File: src/hdl/rsi_pkg.sv
// Package for the ray/sphere intersection unit: widths, register indexes,
// payload types. No dependencies.
package rsi_pkg;

  localparam int CoordW   = 16;
  localparam int DistW    = 24;
  localparam int RadiusW  = 15;
  localparam int DirFrac  = 14;
  localparam int CfgAddrW = 2;
  localparam int CfgDataW = 16;

  // Configuration register indexes
  localparam logic [CfgAddrW-1:0] RegCenterX = 2'd0;
  localparam logic [CfgAddrW-1:0] RegCenterY = 2'd1;
  localparam logic [CfgAddrW-1:0] RegCenterZ = 2'd2;
  localparam logic [CfgAddrW-1:0] RegRadius  = 2'd3;

  localparam logic [RadiusW-1:0] RadiusReset = 15'd256;

  typedef struct packed {
    logic signed [CoordW-1:0] origin_x;
    logic signed [CoordW-1:0] origin_y;
    logic signed [CoordW-1:0] origin_z;
    logic signed [CoordW-1:0] dir_x;
    logic signed [CoordW-1:0] dir_y;
    logic signed [CoordW-1:0] dir_z;
  } ray_t;

  typedef struct packed {
    logic                    hit;
    logic signed [DistW-1:0] distance;
  } result_t;

endpackage

File: src/hdl/rsi_sqrt_pipe.sv
// Pipelined integer square root, one result bit per stage (22 stages).
// Depends on rsi_pkg.
module rsi_sqrt_pipe (
  input  logic                      clk,
  input  logic                      rst,
  input  logic                      en,
  input  logic                      in_valid,
  input  logic [43:0]               in_arg,
  input  logic signed [19:0]        in_tca,
  input  logic                      in_hit,
  output logic                      out_valid,
  output logic [21:0]               out_root,
  output logic signed [19:0]        out_tca,
  output logic                      out_hit
);
  import rsi_pkg::*;

  localparam int Steps = 22;

  logic                 vld  [Steps+1];
  logic [43:0]          rem  [Steps+1];
  logic [21:0]          res  [Steps+1];
  logic signed [19:0]   tca  [Steps+1];
  logic                 hitp [Steps+1];

  assign vld[0]  = in_valid;
  assign rem[0]  = in_arg;
  assign res[0]  = '0;
  assign tca[0]  = in_tca;
  assign hitp[0] = in_hit;

  // One restoring digit per stage, MSB first
  for (genvar s = 0; s < Steps; s++) begin : g_stage
    logic [43:0] trial;
    logic [43:0] part;
    always_comb begin
      part  = rem[s] >> (2 * (Steps - 1 - s));
      trial = {20'd0, res[s], 2'b01};
    end
    always_ff @(posedge clk) begin
      if (rst) begin
        vld[s+1] <= 1'b0;
      end else if (en) begin
        vld[s+1] <= vld[s];
      end
      if (en) begin
        tca[s+1]  <= tca[s];
        hitp[s+1] <= hitp[s];
        if (part >= trial) begin
          rem[s+1] <= rem[s] - (trial << (2 * (Steps - 1 - s)));
          res[s+1] <= {res[s][20:0], 1'b1};
        end else begin
          rem[s+1] <= rem[s];
          res[s+1] <= {res[s][20:0], 1'b0};
        end
      end
    end
  end

  assign out_valid = vld[Steps];
  assign out_root  = res[Steps];
  assign out_tca   = tca[Steps];
  assign out_hit   = hitp[Steps];
endmodule

File: config.mk
export PLATFORM = sky130hd
export DESIGN_NAME = rsi_sqrt_pipe
export DESIGN_NICKNAME = d
export VERILOG_FILES = /design/src/hdl/rsi_pkg.sv /design/src/hdl/rsi_sqrt_pipe.sv
export SDC_FILE = /design/constraint.sdc
export NUM_CORES = 2
export LEC_CHECK = 0
export ABC_CLOCK_PERIOD_IN_PS = 3100
export BUFFER_PORTS_ARGS = -buffer_cell sky130_fd_sc_hd__buf_2
export CORE_MARGIN = 5
export CORE_UTILIZATION = 47
export CTS_BUF_LIST = sky130_fd_sc_hd__clkbuf_8 sky130_fd_sc_hd__clkbuf_16
export CTS_CLUSTER_SIZE = 30
export DETAILED_ROUTE_END_ITERATION = 12
export PLACE_DENSITY = 0.65
export SYNTH_ARGS = -nofsm -noshare
export SYNTH_HDL_FRONTEND = slang
export SYNTH_SLANG_ARGS = --single-unit
File: constraint.sdc
create_clock -name clk -period 3.1 [get_ports clk]
set_input_delay 0.93 -clock clk [delete_from_list [all_inputs] [get_ports clk]]
set_output_delay 0.93 -clock clk [all_outputs]
set_load 0.005 [all_outputs]
==> flow_metrics.env <==
export IMPL_ys_types=77
export IMPL_violations="negative setup slack"
export IMPL_slew_headroom=0.5298
export IMPL_post_synth_top_area_cell="edfxtp_1"
export IMPL_skew_ps=72.10
export IMPL_cts_root_buf="clkbuf_16"
export IMPL_fp_coreArea_mm2=0.1459
export IMPL_dp_hpwl_um=85480
export IMPL_fin_crit_sh=1.016
export IMPL_timing_hold_ws_ps=290.1
export IMPL_ioPinCount=113
export IMPL_top_layer="met4"
export IMPL_p_per_area_mw_per_mm2=703.1
export IMPL_setup_tns_ps=-157.1
export IMPL_h_tree_depth=4
export IMPL_layout_drive_gt1_share=0.2033
export IMPL_grt_usage=0.1588
export IMPL_portBuffers=112
export IMPL_syn_mean_instance_area_um2=14.68
export IMPL_rsz0062_at_grt="yes"
export IMPL_final_antenna_net_count=0
export IMPL_slew_violations=0
export IMPL_row_count=140
export IMPL_synth_nets=5043
export IMPL_path_clk_slew_ps=60
export IMPL_wl_met3_um=4583
export IMPL_cts_tree="done"
export IMPL_viasPerCell=5.136
export IMPL_power_leakage_nw=31.67
export IMPL_arrival_ps=3670
export IMPL_met2WireLength_um=62150
export IMPL_synth_top_area_frac=0.7129
export IMPL_period_needed_ps=3148
export IMPL_die_width_um=393.3
export IMPL_netlist_instances=4703
export IMPL_place_area_mm2=0.07572
export IMPL_vias=38410
export IMPL_fin_area_mm2=0.08314
export IMPL_worst_setup_path_end_kind="flip-flop"
export IMPL_final_nets=5761
export IMPL_setup_viol=8
export IMPL_grt_pass1_vias=38570
export IMPL_cts_buffers_inserted=171
export IMPL_grt_antenna_before_repair=1
export IMPL_drtIter0Drc=1968
export IMPL_wl_per_cell_um=16.50
export IMPL_cp_required_ps=3620
export IMPL_gp_congestion=0.9290
export IMPL_synth_area_top_cells="edfxtp_1 71%, ha_1 4.9%, xnor2_1 2.6%"
export IMPL_wl_met1_um=49330
export IMPL_insertion_delay_ps=810
export IMPL_grt_max_degree=103
export IMPL_grt_first_pass_wirelength_um=196400
export IMPL_firstDrtPassIters=5
export IMPL_ys_async_sr_fraction=0
export IMPL_crit_type="reg -> reg"
export IMPL_peakVddDrop_mv=0.4767
export IMPL_fillerInstances=11360
export IMPL_yosysWarnings=0
export IMPL_outcome="finished with violations"
export IMPL_clock_sinks=1661
export IMPL_synth_ff_type="edfxtp_1"
export IMPL_initial_utilization=0.4732
export IMPL_tightest_slew_ps=701.1
export IMPL_grt_overflow=0
export IMPL_die_area_mm2=0.1547
export IMPL_synth_edf_count=1639
export IMPL_clockBufferDepth=3
export IMPL_synth_cell_area_mm2=0.06904
export IMPL_finalHoldViolations=0
export IMPL_drt_total_wl_um=123400
export IMPL_die_y_um=393.3
export IMPL_timing_fmax_ghz=0.3176
export IMPL_crit_path_max_fanout=5
export IMPL_syn2layout_area_growth_pct=20.43
export IMPL_fin_ws_ps=-48.25
export IMPL_utilization=0.5698
export IMPL_num_antenna_cells=0
export IMPL_setup_worst_path_start_class="flip-flop"
export IMPL_drv_cap=0
export IMPL_synth_seq_cells=1661
export IMPL_postCtsHoldBufs=0
export IMPL_synth_seq_area_share=0.7193
export IMPL_drcViolationCount=0
export IMPL_hp_class="in -> reg"
==> Yosys cell counts, types with 69 or more instances <==
master and count:
nand3_1 71, nand2_1 278, xnor2_1 205, a21oi_1 256, a21o_1 73, edfxtp_1 1639, nor2_1 279, nor3_1 104
ha_1 271, inv_1 317, nand2b_1 69, nor4_1 69, xor2_1 184, o21ai_0 219
==> critical path, cell delays in order (launching register included) <==
cell and delay, ps:
edfxtp_1 380, or4_4 550, or3_4 340, nand2b_4 150, or4_4 450, a211o_1 290, nor3_4 290, or3_4 250
nor3_2 50, xor2_1 140
==> flip-flops by register name (all words and copies together) (netlist names), 20 cells and up <==
signal	flops
vld	21
hitp	21
rem	420
g_stage.trial	231
g_stage.part	504
out_root	22
tca	420
out_tca	20
==> final timing paths <==
| check | from | end | slack (ps) | depth (start not counted) |
|---|---|---|---|---|
| max | g_stage[16].part[23]$_DFFE_PP_ | g_stage[17].part[29]$_DFFE_PP_ | -50 | 9 |
| max reg2reg | g_stage[16].part[23]$_DFFE_PP_ | g_stage[17].part[29]$_DFFE_PP_ | -50 | 9 |
| min reg2reg | rem[441]$_DFFE_PP_ | rem[397]$_DFFE_PP_ | 390 | 0 |
| min | in_tca[6] | tca[426]$_DFFE_PP_ | 290 | 1 |
==> layout by cell type, fill, tap and decap left out, drive strengths merged, types with 20 or more instances in the layout <==
cell type  instances
nand2b            70
clkbuf           176
nor3             106
nand4             42
or3               45
or2               22
xor2             184
o31ai             31
mux2              20
nor2b             33
mux2i             31
a21o              73
edfxtp          1639
nand3             71
ha               271
inv              354
a211oi            23
clkinv            84
o21a              52
xnor2            205
a21oi            256
or4               23
a31oi             26
nand2            278
buf              637
nor4              70
dfxtp             22
o21ai            222
nor2             279
==> what timing repair did <==
action,4_1_cts,5_1_grt
gates cloned,1,3
pin swaps,11,50
buffers inserted,17,27
setup endpoints to repair,161,237
gates resized for setup,57,212
==> report_power, final <==
group	internal, mW	switching (mW)	total (mW)	leakage (nW)
Clock	11.7	8.57	20.3	2.90
Sequential	27.6	1.31	28.9	16.0
Combinational	4.39	4.90	9.29	12.8
==> area by class of cell <==
| cell class | count | area, um^2 | area share |
|---|---|---|---|
| timing repair buffer | 640 | 5154 | 0.06198 |
| tap | 1917 | 2399 | 0.02885 |
| clock buffer | 173 | 4307 | 0.05180 |
| clock inverter | 141 | 1430 | 0.01720 |
| sequential | 1661 | 49660 | 0.5972 |
| inverter | 321 | 1207 | 0.01452 |
| multi-input combinational | 2626 | 18990 | 0.2284 |
==> per-stage QoR <==
stage / cells / power (mW) / worst slack [ps]
finish: 7479 / 58.46 / -48.25
global route: 7479 / 61.35 / -132.0
CTS: 7452 / 58.74 / -29.80
floorplan: 4703 / 34.33 / -117.2
detailed placement: 7120 / 37.98 / -328.3
global placement: 7120 / 37.74 / -317.7
==> cells by family (layout without fill, tap and decap cells) <==
kind of cell	after synthesis	count (layout)	share of synthesized area
xor+xnor	389	389	0.04935
mux	51	51	0.007757
buf+inv	417	1275	0.02398
fa+ha+maj	271	271	0.04911
simple gates	1120	1121	0.08037
compound gates	794	794	0.07017
flops	1661	1661	0.7193
==> layer usage <==
| layer | vias up | GRT usage |
|---|---|---|
| met5 | - | 0 |
| met4 | 0 | 0.09159 |
| li1 | 19010 | - |
| met2 | 770 | 0.2775 |
| met3 | 332 | 0.02811 |
| met1 | 18300 | 0.1846 |
(Power assumes the default switching activity.)
